### config.mk
export PLATFORM = sky130hd
export DESIGN_NAME = group_event_throttle
export DESIGN_NICKNAME = d
export VERILOG_FILES = /design/src/rtl/gthr_pkg.sv /design/src/rtl/group_event_throttle.sv
export SDC_FILE = /design/constraint.sdc
export NUM_CORES = 1
export LEC_CHECK = 0
export BUFFER_PORTS_ARGS = -buffer_cell sky130_fd_sc_hd__buf_2
export CAP_MARGIN = 20
export CORE_MARGIN = 2
export CORE_UTILIZATION = 35
export CTS_CLUSTER_SIZE = 20
export DETAILED_ROUTE_END_ITERATION = 10
export MAX_ROUTING_LAYER = met4
export SETUP_SLACK_MARGIN = 0.02
export SYNTH_ARGS = -nofsm -noshare
export SYNTH_HDL_FRONTEND = slang
export SYNTH_SLANG_ARGS = --single-unit
### constraint.sdc
create_clock -name i_clk -period 6.6 [get_ports i_clk]
set_input_delay 1.32 -clock i_clk [delete_from_list [all_inputs] [get_ports i_clk]]
set_output_delay 1.32 -clock i_clk [all_outputs]
set_load 0.01 [all_outputs]
### src/rtl/gthr_pkg.sv
// ----------------------------------------------------------------------------
// gthr_pkg: shared types for the group event throttle
// Item layouts for the request/tick channel, the play result channel and the
// per-group state entry held in the state memory.
// ----------------------------------------------------------------------------
`default_nettype none

package gthr_pkg;

    localparam int unsigned TIME_W  = 16;
    localparam int unsigned GROUP_W = 4;
    localparam int unsigned FILE_W  = 8;
    localparam int unsigned PEND_W  = 8;

    // Input item modes
    localparam logic MODE_REQUEST = 1'b0;
    localparam logic MODE_TICK    = 1'b1;

    localparam logic [PEND_W-1:0] PEND_MAX = '1;

    typedef struct packed {
        logic              mode;
        logic [GROUP_W-1:0] group;
        logic [FILE_W-1:0]  file_id;
        logic [TIME_W-1:0]  delay_ms;
        logic [TIME_W-1:0]  lifetime_ms;
        logic [TIME_W-1:0]  delta_ms;
    } t_in_item;

    typedef struct packed {
        logic [GROUP_W-1:0] play_group;
        logic [FILE_W-1:0]  play_file;
        logic               is_replay;
        logic               last;
    } t_out_item;

    typedef struct packed {
        logic [TIME_W-1:0] cooldown;
        logic [TIME_W-1:0] spacing;
        logic [PEND_W-1:0] pending;
    } t_entry;

endpackage

`default_nettype wire

### src/rtl/group_event_throttle.sv
// ----------------------------------------------------------------------------
// group_event_throttle: per-group play throttle with cooldown and queueing
// Keeps cooldown, spacing and pending count of each group in one memory and
// turns play requests and time ticks into play and replay results.
// ----------------------------------------------------------------------------
// Usage:
//   Drive i_item and raise i_start while o_busy is low; the item is taken at
//   that edge. mode 0 is a play request for one group, mode 1 a time tick.
//   Results appear on o_result for exactly one cycle with o_strobe high; the
//   receiver must take them, there is no back pressure. The last result of
//   an item carries last = 1; an item may also yield no result at all.
//   Request: o_busy stays high through the read state alone (new or idle
//   group) or through the read and compare states (cooling group, where the
//   compare waits for the product of pending count and new spacing); the
//   play result, if any, appears in the cycle after the state entry is read.
//   Tick: o_busy stays high through the sweep state and the flush state. The
//   state memory is swept one entry per cycle in a read-modify-write
//   pipeline; each replay is held one slot so that the last one can be
//   flagged, so replays trail their group by up to the rest of the sweep.
//   The sweep length sets the tick rate.
//   Reset clears all valid bits in flip-flops at once; the memory itself is
//   not cleared, a group entry is written whole when the group becomes valid.
// ----------------------------------------------------------------------------
`default_nettype none

module group_event_throttle #(
    parameter int GROUPS = 16
) (
    input  wire logic                 i_clk,
    input  wire logic                 i_rst_n,
    input  wire logic                 i_start,
    input  wire gthr_pkg::t_in_item   i_item,
    output logic                      o_busy,
    output logic                      o_strobe,
    output gthr_pkg::t_out_item       o_result
);

    import gthr_pkg::*;

    localparam int AW = (GROUPS > 1) ? $clog2(GROUPS) : 1;
    localparam logic [AW-1:0] LAST_IDX = AW'(GROUPS - 1);

    typedef enum logic [2:0] {
        S_IDLE,
        S_REQ_RD,
        S_REQ_CMP,
        S_TICK,
        S_FLUSH
    } t_state;

    t_state              r_state, n_state;
    logic [GROUPS-1:0]   r_valid, n_valid;
    logic [AW-1:0]       r_idx, n_idx;
    t_in_item            r_req, n_req;
    logic                r_have, n_have;
    logic [AW-1:0]       r_held, n_held;
    logic [TIME_W-1:0]   r_cool, n_cool;
    logic [PEND_W-1:0]   r_pend, n_pend;
    logic [PEND_W+TIME_W-1:0] r_prod, n_prod;
    logic                r_strobe, n_strobe;
    t_out_item           r_result, n_result;

    // State memory, one entry per group
    t_entry              r_mem [GROUPS];
    t_entry              r_rd_data;
    logic                mem_we;
    logic [AW-1:0]       mem_wa;
    logic [AW-1:0]       mem_ra;
    t_entry              mem_wd;

    always_ff @(posedge i_clk) begin
        if (mem_we) begin
            r_mem[mem_wa] <= mem_wd;
        end
        r_rd_data <= r_mem[mem_ra];
    end

    // Next-state and memory control
    always_comb begin
        t_entry              ent;
        logic [TIME_W-1:0]   cool_dec;
        logic                fire;
        logic [PEND_W+TIME_W:0] wait_sum;

        ent      = r_rd_data;
        cool_dec = '0;
        fire     = 1'b0;
        wait_sum = '0;

        n_state  = r_state;
        n_valid  = r_valid;
        n_idx    = r_idx;
        n_req    = r_req;
        n_have   = r_have;
        n_held   = r_held;
        n_cool   = r_cool;
        n_pend   = r_pend;
        n_prod   = r_prod;
        n_strobe = 1'b0;
        n_result = r_result;
        mem_we   = 1'b0;
        mem_wa   = r_idx;
        mem_wd   = ent;
        mem_ra   = r_idx;

        case (r_state)
            S_IDLE: begin
                // Start the read of the addressed entry as the item is taken
                mem_ra = (i_item.mode == MODE_TICK) ? '0 : AW'(i_item.group);
                if (i_start) begin
                    n_req = i_item;
                    if (i_item.mode == MODE_TICK) begin
                        n_idx   = '0;
                        n_have  = 1'b0;
                        n_state = S_TICK;
                    end else if (32'(i_item.group) < GROUPS) begin
                        n_idx   = AW'(i_item.group);
                        n_state = S_REQ_RD;
                    end
                end
            end

            S_REQ_RD: begin
                n_cool = ent.cooldown;
                n_pend = ent.pending;
                n_prod = ent.pending * r_req.delay_ms;
                n_result.play_group = r_req.group;
                n_result.play_file  = r_req.file_id;
                n_result.is_replay  = 1'b0;
                n_result.last       = 1'b1;
                if (!r_valid[r_idx]) begin
                    // New group: write the whole entry and play now
                    n_valid[r_idx] = 1'b1;
                    mem_we   = 1'b1;
                    mem_wd   = '{cooldown: r_req.delay_ms, spacing: r_req.delay_ms,
                                 pending: '0};
                    n_strobe = 1'b1;
                    n_state  = S_IDLE;
                end else if (ent.cooldown != '0) begin
                    // Cooling: decide on queueing once the product is in
                    n_state = S_REQ_CMP;
                end else begin
                    // Idle group: play only when nothing is pending
                    mem_we = 1'b1;
                    mem_wd = '{cooldown: (ent.pending == '0) ? r_req.delay_ms : ent.cooldown,
                               spacing: r_req.delay_ms, pending: ent.pending};
                    n_strobe = (ent.pending == '0);
                    n_state  = S_IDLE;
                end
            end

            S_REQ_CMP: begin
                wait_sum = (PEND_W+TIME_W+1)'(r_cool) + (PEND_W+TIME_W+1)'(r_prod);
                mem_we = 1'b1;
                mem_wd = '{cooldown: r_cool, spacing: r_req.delay_ms,
                           pending: ((wait_sum < (PEND_W+TIME_W+1)'(r_req.lifetime_ms))
                                     && (r_pend != PEND_MAX)) ? r_pend + 1'b1 : r_pend};
                n_state = S_IDLE;
            end

            S_TICK: begin
                // Age the entry read last cycle, replay if due, write it back
                cool_dec = (ent.cooldown <= r_req.delta_ms) ? '0
                         : ent.cooldown - r_req.delta_ms;
                fire   = r_valid[r_idx] && (cool_dec == '0) && (ent.pending != '0);
                mem_we = r_valid[r_idx];
                mem_wd = fire ? t_entry'{cooldown: ent.spacing, spacing: ent.spacing,
                                         pending: ent.pending - 1'b1}
                              : t_entry'{cooldown: cool_dec, spacing: ent.spacing,
                                         pending: ent.pending};
                if (fire) begin
                    // Release the held replay; it is not the last one
                    n_strobe            = r_have;
                    n_result.play_group = GROUP_W'(r_held);
                    n_result.play_file  = '0;
                    n_result.is_replay  = 1'b1;
                    n_result.last       = 1'b0;
                    n_held = r_idx;
                    n_have = 1'b1;
                end
                if (r_idx == LAST_IDX) begin
                    mem_ra  = '0;
                    n_state = S_FLUSH;
                end else begin
                    mem_ra = r_idx + 1'b1;
                end
                n_idx = r_idx + 1'b1;
            end

            S_FLUSH: begin
                // Drop out the held replay as the last result of the tick
                n_strobe            = r_have;
                n_result.play_group = GROUP_W'(r_held);
                n_result.play_file  = '0;
                n_result.is_replay  = 1'b1;
                n_result.last       = 1'b1;
                n_have  = 1'b0;
                n_state = S_IDLE;
            end

            default: begin
                n_state = S_IDLE;
            end
        endcase
    end

    // State and registered outputs
    always_ff @(posedge i_clk) begin
        if (!i_rst_n) begin
            r_state  <= S_IDLE;
            r_valid  <= '0;
            r_have   <= 1'b0;
            r_strobe <= 1'b0;
        end else begin
            r_state  <= n_state;
            r_valid  <= n_valid;
            r_have   <= n_have;
            r_strobe <= n_strobe;
        end
        r_idx    <= n_idx;
        r_req    <= n_req;
        r_held   <= n_held;
        r_cool   <= n_cool;
        r_pend   <= n_pend;
        r_prod   <= n_prod;
        r_result <= n_result;
    end

    assign o_busy   = (r_state != S_IDLE);
    assign o_strobe = r_strobe;
    assign o_result = r_result;

    // A result only follows a cycle of work on an item
    a_strobe_after_work: assert property (@(posedge i_clk) disable iff (!i_rst_n)
        o_strobe |-> $past(r_state != S_IDLE))
        else $error("result strobe without an item in progress");

    // An immediate play is always the only, hence last, result of its request
    a_play_is_last: assert property (@(posedge i_clk) disable iff (!i_rst_n)
        (o_strobe && !o_result.is_replay) |-> o_result.last)
        else $error("immediate play not flagged last");

    // The state memory is only written while an item is in progress
    a_no_idle_write: assert property (@(posedge i_clk) disable iff (!i_rst_n)
        mem_we |-> (r_state != S_IDLE))
        else $error("state memory written while idle");

    // The tick sweep always ends through the flush step
    a_sweep_ends: assert property (@(posedge i_clk) disable iff (!i_rst_n)
        (r_state == S_TICK && r_idx == LAST_IDX) |=> (r_state == S_FLUSH))
        else $error("tick sweep did not end in flush");

endmodule

`default_nettype wire

Yosys cells after proc, flatten, opt, wreduce, memory -nomap -nowiden --
Memory sizes are Yosys's and may differ from the RTL's. A register that Yosys moved wholly into a read port is not among the register bits. Cells that the tools add are included.
Word-level totals: flip-flop bits (word level) 151, RAM bits 640, output and inout port bits 16, word-level logic and storage cells 98, memories kept 1
Memories:
- r_mem | words 16, width 40, rd ports 1, clocked after memory_dff 1, write ports 1, line group_event_throttle.sv:64 | t_entry r_mem [GROUPS];
Cells by class: add/subtract/negate cells 5, multipliers 1, magnitude comparators 4, eq/ne operators 10, muxes and demuxes 37, bitwise logic cells 2, reductions and logical operators 20
Operators with widths (number):
- two-way mux 40 bit | 3
- case mux 40 bit (3 select lines) | 1
- case mux 14 bit (3 select lines) | 1
- two-way mux 16 bit | 2
- adder 16 x 24 -> 25 bit | 1
- < comparator 25 x 16 -> 1 bit | 1
- multiplier 8 x 16 -> 24 bit | 1
- less-or-equal comparator 16 bit | 1
- logical NOT 16 bit | 1
- OR 16 bit | 1
- case mux 4 bit (2 select lines) | 2
- nonzero test 16 bit | 1
- subtractor 16 bit | 1
- two-way mux 14 bit | 1
- two-way mux 1 bit | 12
- two-way mux 4 bit | 3
- AND reduction 2 bit | 6
- case mux 1 bit (3 select lines) | 3
- case mux 3 bit (3 select lines) | 1
- nonzero test 3 bit | 3
- adder 8 x 1 -> 8 bit, second input constant | 1
- logical NOT 8 bit | 1
- two-way mux 8 bit | 1
- inequality test 2 bit, second input constant | 4
- 19 further kinds | 26

Depth between registers and ports, before layout --
Gate-level depths: netlist of run 1.
depth in word-level cells 7, mapped depth 21, mapped depth without buffers 19

Worst setup path after synthesis of run 1 --
OpenSTA, ideal clock, no wires.
path kind register to register, from register r_cool[5], to memory r_mem[0][4] in the netlist's numbering (data pin), data arrival time 4691 ps, data required time 6181 ps, path slack 1490 ps, cell stages (with the launch flop) 16, path through edfxtp_1 > ha_1 > or3_1 > a31oi_1 > a31oi_1 > a41oi_1 > nor2_1 > a211oi_1 > xnor2_1 > ha_1 > a2111o_1 > o211ai_1 > o2111ai_1 > nor3b_1 > nor2_1 > o311ai_0
RTL lines:
- from (decl) | line group_event_throttle.sv:57 | logic [TIME_W-1:0] r_cool, n_cool;
- from (signal assigned) | line group_event_throttle.sv:223 | r_cool <= n_cool;
- to (decl) | line group_event_throttle.sv:64

Worst setup path in the final report of run 1 --
from register, netlist name r_rd_data[2], to register r_prod[23] (data pin)
Between the ends: cells in the longest elaborated chain, start to end 1
RTL lines:
- multiplier 8 x 16 -> 24 bit | line group_event_throttle.sv:126 | n_prod = ent.pending * r_req.delay_ms;
- to (signal assigned) | line group_event_throttle.sv:225 | r_prod <= n_prod;
- to (decl) | line group_event_throttle.sv:59 | logic [PEND_W+TIME_W-1:0] r_prod, n_prod;
Every way passes these cells. A chain may end at the register's enable or synchronous reset.

==> results of run 1 <==
worst max-delay path by stage:
stage                             from            to  cells past startpoint
after CTS                    r_cool[4]  r_mem[14][1]                     18
after floorplan              r_cool[5]   r_mem[0][4]                     15
after global routing      r_rd_data[2]    r_prod[23]                     16
after global placement       r_cool[4]  r_mem[13][1]                     18
after detailed placement     r_cool[4]  r_mem[14][1]                     18
final                     r_rd_data[2]    r_prod[23]                     16
layout make-up:
type | instances | share of cell area
diodes | 3 | 0.0001707
repair buffers | 162 | 0.02646
clock buffers | 117 | 0.05460
clock inverters | 45 | 0.009929
inverters | 139 | 0.01189
well taps | 1476 | 0.04199
multi-input cells | 1901 | 0.3014
flip-flops and latches | 831 | 0.5535
metrics by stage:
step,hold WS [ps],instance area (um^2)
finish,464.2,43980
global route,480.8,43970
CTS,466.0,43920
detailed placement,452.2,41090
global placement,444.1,41050
floorplan,406.4,38660
sequential cells by signal, indices dropped and copies added, names as in the netlist:
register and flops:
r_rd_data 40, r_pend 8, r_have 1, mem_wa 4, r_valid 16, r_cool 16, r_req 60, r_state 3
r_prod 24, o_result 14, r_held 4, r_mem 640, o_strobe 1
power groups by stage:
| stage | clock network [W] | registers (W) | logic (W) |
|---|---|---|---|
| floorplan | 0 | 0.00683 | 0.00491 |
| global placement | 0 | 0.00702 | 0.00628 |
| detailed placement | 0 | 0.00703 | 0.00638 |
| CTS | 0.00491 | 0.00691 | 0.00642 |
| global route | 0.00511 | 0.00694 | 0.00727 |
| finish | 0.00482 | 0.00692 | 0.00641 |
synth_stat cells (all sizes together) (5+ instances only):
library cell    n  share of area
o21ai          61         0.0079
nor3           24         0.0031
nand2         462          0.045
fa             86          0.045
a311oi         82          0.019
edfxtp        770           0.60
a21o           16         0.0031
or4             5         0.0011
xor2           14         0.0032
o21a           25         0.0049
nand3          27         0.0035
nand2b         15         0.0024
xnor2          38         0.0086
clkbuf        173          0.017
buf            17         0.0022
o211ai         11         0.0021
a22o           13         0.0029
mux2i           8         0.0021
o31ai           6         0.0019
and3           22         0.0036
or3             8         0.0013
a221oi          5         0.0011
dfxtp          61          0.032
a222oi          9         0.0023
ha             97          0.031
nor2           84         0.0082
nor4            9         0.0015
a31oi          92          0.015
inv           138          0.013
nand4          10         0.0016
and2          248          0.040
a211oi        210          0.041
mux2            7         0.0020
a21oi         138          0.018
nor2b          12         0.0019
per-layer routing:
metal / share of wire / vias up / track usage
met2: 0.46 / 771 / 0.2752
met3: 0.064 / 128 / 0.02249
met4: 0.021 / 0 / 0.04961
li1: - / 11473 / -
met5: 0 / - / -
met1: 0.45 / 12160 / 0.2456
logic make-up after synthesis:
kind of cell               synth area share
adders and majority gates           0.07593
AOI/OAI and AO/OA                    0.1278
DFF                                  0.6297
and+or+nand+nor                      0.1159
buffers and inverters               0.03246
xor gates and xnor gates            0.01178
muxes                              0.006441
==> qor.tcl, run 1 <==
set qor(dominantRegCellSynth) {sky130_fd_sc_hd__edfxtp_1}
set qor(area_growth_pct) 13.76
set qor(cts-htree-levels) 3
set qor(worstSkewPairLatency_ps) 660
set qor(cts_tree) {done}
set qor(r2r_end) {r_prod[23]}
set qor(grt.total_usage) 0.1776
set qor(slew-limit-headroom) 0.2515
set qor(clock-skew-final_ps) 30.82
set qor(timing.critical_path.buf_inv) 1
set qor(worstSetupPathType) {flop to flop}
set qor(synth_enable_flop_cells) 770
set qor(synth_async_sr_flop_share) 0
set qor(cp_data_required_time_ps) 6990
set qor(internal_power_w) 0.01207
set qor(hold_path.class) {flop to flop}
set qor(slowest_cell_on_crit_path) {sky130_fd_sc_hd__dfxtp_1}
set qor(instances_no_fill) 4674
set qor(setup.reg_to_reg.worst_slack_ps) 1020
set qor(number_of_buffers_on_the_longest_clock_path) 3
set qor(routabilityCongestion) 0.8864
set qor(critical_path_arrival_ps) 5970
set qor(antenna_violations_before_repair) 4
set qor(finalNetCount) 3368
set qor(crit_chain) {nand2_1 > fa_1 > fa_1 > fa_1 > inv_1 > fa_1 > ha_1 > o21ai_0 > a21oi_1 > nor4_1 > or4_1 > a41oi_1 > a221oi_1 > o21ai_0 > o41a_1 > xnor2_1}
set qor(cts_num_sinks) 831
set qor(multiInputGateArea_um2) 13260
set qor(setup_slack_ps) 1020
set qor(hold_violations) 0
set qor(vias) 24532
set qor(detail_route.first_pass.iterations) 8
set qor(pins_over_their_slew_limit) 0
set qor(setup_viol) 0
set qor(power.density_cell_area_nw_per_um2) 413.0
set qor(rows) 121
set qor(run_status) {complete, no violations}
set qor(total_switching_power_w) 0.006095
set qor(dr.first_iter.drc_count) 2300
set qor(wire_length_of_the_first_global_routing_pass_um) 147800
set qor(grt_pass1_vias) 23576
set qor(layout.area.seq_um2) 24340
set qor(hold_depth) 1
set qor(worstHoldStart) {r_valid[10]}
set qor(final.fill_count) 10191
set qor(pre_cts_slack_ps) 963.5
set qor(gr-total-overflow) 0
set qor(startpoint_type) {flop}
set qor(final_common_cell) {sky130_fd_sc_hd__edfxtp_1}
set qor(commonest_cells_after_routing_fill_and_taps_aside) {770 x sky130_fd_sc_hd__edfxtp_1, 462 x sky130_fd_sc_hd__nand2_1, 246 x sky130_fd_sc_hd__and2_1}
set qor(initial_utilization) 0.3541
set qor(timing.setup.tns_ps) 0
set qor(ys_seq_area_frac) 0.6297
set qor(whs_endpoint) {r_valid[10]}
set qor(worst_r2r_path_depth) 16
set qor(slowest_delay_ps) 800
set qor(tightestPinTransition_ps) 1120
set qor(detail-route-antenna-nets) 0
set qor(buffers_inserted_by_post_cts_timing_repair) 0
set qor(drt-total-wl_um) 98540
set qor(place.detailed.instances) 4503
set qor(rr_startpoint) {r_rd_data[2]}
set qor(mappedNetlistArea_um2) 38660
set qor(route.detailed.drc) 0
set qor(power.share.sequential) 0.381
set qor(grt_max_degree) 201
set qor(mappedNetlistNets) 3308
set qor(cellLeakagePower_nw) 15.41
set qor(vdd_ir_drop_max_mv) 0.3278
set qor(syn_avg_cell_area_um2) 12.63
set qor(holdBufCountCts) 0
set qor(power_w) 0.01816
set qor(setup_repair_after_global_routing_missed_its_margin) {false}
set qor(vias_per_cell) 5.249
set qor(numCtsBuffers) 86
set qor(hpwl_um) 58830
set qor(synth_cells) 3061
set qor(cap_viol_max_count) 0
set qor(synthDistinctLibCells) 74
set qor(design.portCount) 80
set qor(dieWidth_um) 336.3
set qor(die_y_um) 336.3
set qor(switching_share) 0.3356
set qor(power_frac_clock) 0.266
set qor(finish.utilization) 0.4029
set qor(setup.worst_path.end_class) {flop}
set qor(cts.root.buffer_cell) {sky130_fd_sc_hd__clkbuf_16}
set qor(clk_pin_slew_ps) 60
set qor(crit_top_cell) {sky130_fd_sc_hd__fa_1}
set qor(buffer_ports.inserted) 79
set qor(max_clk_rate_mhz) 179.2
set qor(final.min_clock_period_ps) 5580
set qor(power_frac_comb) 0.353
set qor(critPathTopFamily) {adder cells}
set qor(worst-path-max-fanout) 24
set qor(cts_repair_resize_count) 0
set qor(floorplan.core_area_um2) 109200
set qor(ys.warnings.count) 0
set qor(final_layout_size_suffix_gt1_frac) 0.1095
set qor(fin_crit_sh) 0.8455
set qor(synth_seq_cells) 831
set qor(wl_per_cell_um) 21.08
set qor(floorplan.die_area_um2) 113100
(Power assumes the default switching activity.)
==> inputs of run 2 (changes only) <==
==> constraint.sdc (replaced) <==
create_clock -name i_clk -period 4.9 [get_ports i_clk]
set_input_delay 0.98 -clock i_clk [delete_from_list [all_inputs] [get_ports i_clk]]
set_output_delay 0.98 -clock i_clk [all_outputs]
set_load 0.01 [all_outputs]
==> qor.tcl, run 2 (synthesis results as in run 1) <==
set qor(max_clk_rate_mhz) 205.7 ;# was 179.2 MHz
set qor(largest_register_ffs) 640 ;# unchanged
set qor(numCtsBuffers) 87 ;# was 86
set qor(cp_data_required_time_ps) 5330 ;# was 6990 ps
set qor(antenna_violations_before_repair) 5 ;# was 4
set qor(setup.worst_path.end_class) {flop} ;# unchanged
set qor(buffer_ports.inserted) 79 ;# unchanged
set qor(worst-path-max-fanout) 5 ;# was 24
set qor(cellLeakagePower_nw) 15.90 ;# was 15.41 nW
set qor(critical_path_arrival_ps) 5290 ;# was 5970 ps
set qor(cts.root.buffer_cell) {sky130_fd_sc_hd__clkbuf_16} ;# unchanged
set qor(crit_top_cell) {sky130_fd_sc_hd__fa_1} ;# unchanged
set qor(area_growth_pct) 16.24 ;# was 13.76%
set qor(worstSkewPairLatency_ps) 680 ;# was 660 ps
set qor(startpoint_type) {flop} ;# unchanged
set qor(tightestPinTransition_ps) 894.9 ;# was 1120 ps
set qor(grt.total_usage) 0.1809 ;# was 0.1776
set qor(vdd_ir_drop_max_mv) 0.5560 ;# was 0.3278 mV
set qor(critPathTopFamily) {adder cells} ;# unchanged
set qor(vias) 25091 ;# was 24,532
set qor(wl_per_cell_um) 21.06 ;# was 21.08 um
set qor(slowest_cell_on_crit_path) {sky130_fd_sc_hd__fa_1} ;# was sky130_fd_sc_hd__dfxtp_1
set qor(grt_max_degree) 126 ;# was 201
set qor(cap_viol_max_count) 0 ;# unchanged
set qor(fin_crit_sh) 0.9920 ;# was 0.8455
set qor(finalNetCount) 3461 ;# was 3,368
set qor(rows) 121 ;# unchanged
set qor(clk_pin_slew_ps) 60 ;# about the same
set qor(timing.setup.tns_ps) 0 ;# unchanged
set qor(setup_repair_after_global_routing_missed_its_margin) {true} ;# was false
set qor(initial_utilization) 0.3541 ;# unchanged
set qor(holdBufCountCts) 0 ;# unchanged
set qor(grt_pass1_vias) 24219 ;# was 23,576
set qor(worstSetupPathType) {flop to flop} ;# unchanged
set qor(final_common_cell) {sky130_fd_sc_hd__edfxtp_1} ;# unchanged
set qor(detail_route.first_pass.iterations) 8 ;# unchanged
set qor(hpwl_um) 62790 ;# was 58,830 um
set qor(hold_path.class) {flop to flop} ;# unchanged
set qor(design.portCount) 80 ;# unchanged
set qor(crit_chain) {and2_4 > fa_1 > fa_1 > fa_1 > fa_1 > ha_4 > o21ai_2 > a21oi_2 > nor4_2 > or4_4 > a41oi_2 > a221oi_2 > o21ai_1 > buf_4 > nor2_2 > xnor2_1} ;# was nand2_1 > fa_1 > fa_1 > fa_1 > inv_1 > fa_1 > ha_1 > o21ai_0 > a21oi_1 > nor4_1 > or4_1 > a41oi_1 > a221oi_1 > o21ai_0 > o41a_1 > xnor2_1
set qor(cts_tree) {done} ;# unchanged
set qor(final_layout_size_suffix_gt1_frac) 0.1414 ;# was 0.1095
set qor(clock-skew-final_ps) 52.62 ;# was 30.82 ps
set qor(power.density_cell_area_nw_per_um2) 572.3 ;# was 413.0 nW/um^2
set qor(top_register) {r_mem} ;# unchanged
set qor(run_status) {complete, no violations} ;# unchanged
set qor(number_of_buffers_on_the_longest_clock_path) 3 ;# unchanged
set qor(wire_length_of_the_first_global_routing_pass_um) 150900 ;# was 147,800 um
set qor(gr-total-overflow) 0 ;# unchanged
set qor(slew-limit-headroom) 0.4012 ;# was 0.2515
set qor(commonest_cells_after_routing_fill_and_taps_aside) {770 x sky130_fd_sc_hd__edfxtp_1, 462 x sky130_fd_sc_hd__nand2_1, 241 x sky130_fd_sc_hd__and2_1} ;# was 770 x sky130_fd_sc_hd__edfxtp_1, 462 x sky130_fd_sc_hd__nand2_1, 246 x sky130_fd_sc_hd__and2_1
set qor(cts-htree-levels) 3 ;# unchanged
set qor(dr.first_iter.drc_count) 2430 ;# was 2,300
set qor(final.min_clock_period_ps) 4861 ;# was 5580 ps
set qor(die_y_um) 336.3 ;# unchanged
set qor(reg_top3) {r_mem x640, r_req x60, r_rd_data x40} ;# unchanged
set qor(route.detailed.drc) 0 ;# unchanged
set qor(floorplan.core_area_um2) 109200 ;# unchanged
set qor(routabilityCongestion) 0.9354 ;# was 0.8864
set qor(timing.critical_path.buf_inv) 1 ;# unchanged
set qor(floorplan.die_area_um2) 113100 ;# unchanged
set qor(hold_violations) 0 ;# unchanged
set qor(vias_per_cell) 5.265 ;# was 5.249
set qor(setup_viol) 0 ;# unchanged
set qor(final_cell_area_um2) 44930 ;# was 43,980 um^2
set qor(slowest_delay_ps) 580 ;# was 800 ps
set qor(postPlaceCellArea_um2) 41880 ;# was 41,090 um^2
set qor(drt-total-wl_um) 100400 ;# was 98,540 um
set qor(detail-route-antenna-nets) 0 ;# unchanged
set qor(pins_over_their_slew_limit) 0 ;# unchanged
set qor(dieWidth_um) 336.3 ;# unchanged
set qor(cts_num_sinks) 831 ;# unchanged
-- run 2: worst paths after layout --
path,startpoint,cells past startpoint,slack (ps),to
setup reg to reg,r_req[33],16,40,r_prod[21]
hold reg to reg,r_valid[7],1,470,r_valid[7]
setup / recovery,r_req[33],16,40,r_prod[21]
hold / removal,r_valid[7],1,470,r_valid[7]
-- run 2: cell type report --
type                       count  area (um^2)
tap                         1476         1847
sequential                   831        24340
clock inverter                50        446.7
antenna                        2        5.005
clock buffer                 113         2325
timing repair buffer         253         1983
inverter                     139        521.8
fill                       10080        64220
multi-input combinational   1902        13460
-- run 2: routing by layer --
metal | share of wire | routed length (um) | GRT usage | vias to the layer above
li1 | - | - | - | 11646
met1 | 0.45 | 44990 | 0.2469 | 12530
met2 | 0.47 | 46970 | 0.2844 | 766
met3 | 0.060 | 6060 | 0.02191 | 149
met4 | 0.024 | 2366 | 0.05190 | 0
met5 | 0 | 0 | - | -
-- run 2: power by group --
part / internal, W / total, W / leakage [nW] / switching, W
Clock: 0.00360 / 0.00638 / 1.35 / 0.00278
Sequential: 0.00890 / 0.00922 / 7.52 / 0.000319
Combinational: 0.00450 / 0.0101 / 7.03 / 0.00561
-- run 2: stage by stage --
stage / total power, W / util / instances / hold WS [ps] / worst slack, ps
2_1_floorplan: 0.01598 / - / 3061 / 406.4 / 47.60
5_1_grt: 0.02737 / 0.4116 / 4765 / 457.5 / -129.1
4_1_cts: 0.02517 / 0.4092 / 4755 / 430.4 / 21.12
3_3_place_gp: 0.01860 / 0.3837 / 4591 / 444.9 / -4.082
6_report: 0.02572 / 0.4116 / 4766 / 466.7 / 39.17
3_5_place_dp: 0.01867 / 0.3837 / 4591 / 452.9 / -27.39
-- run 2: what timing repair did --
action	4_1_cts	5_1_grt
gates resized for setup	3	41
cloned	0	1
pin swaps	9	20
setup buffers	1	7
endpoints found under the hold margin	0	0
endpoints found under the setup margin	1	136
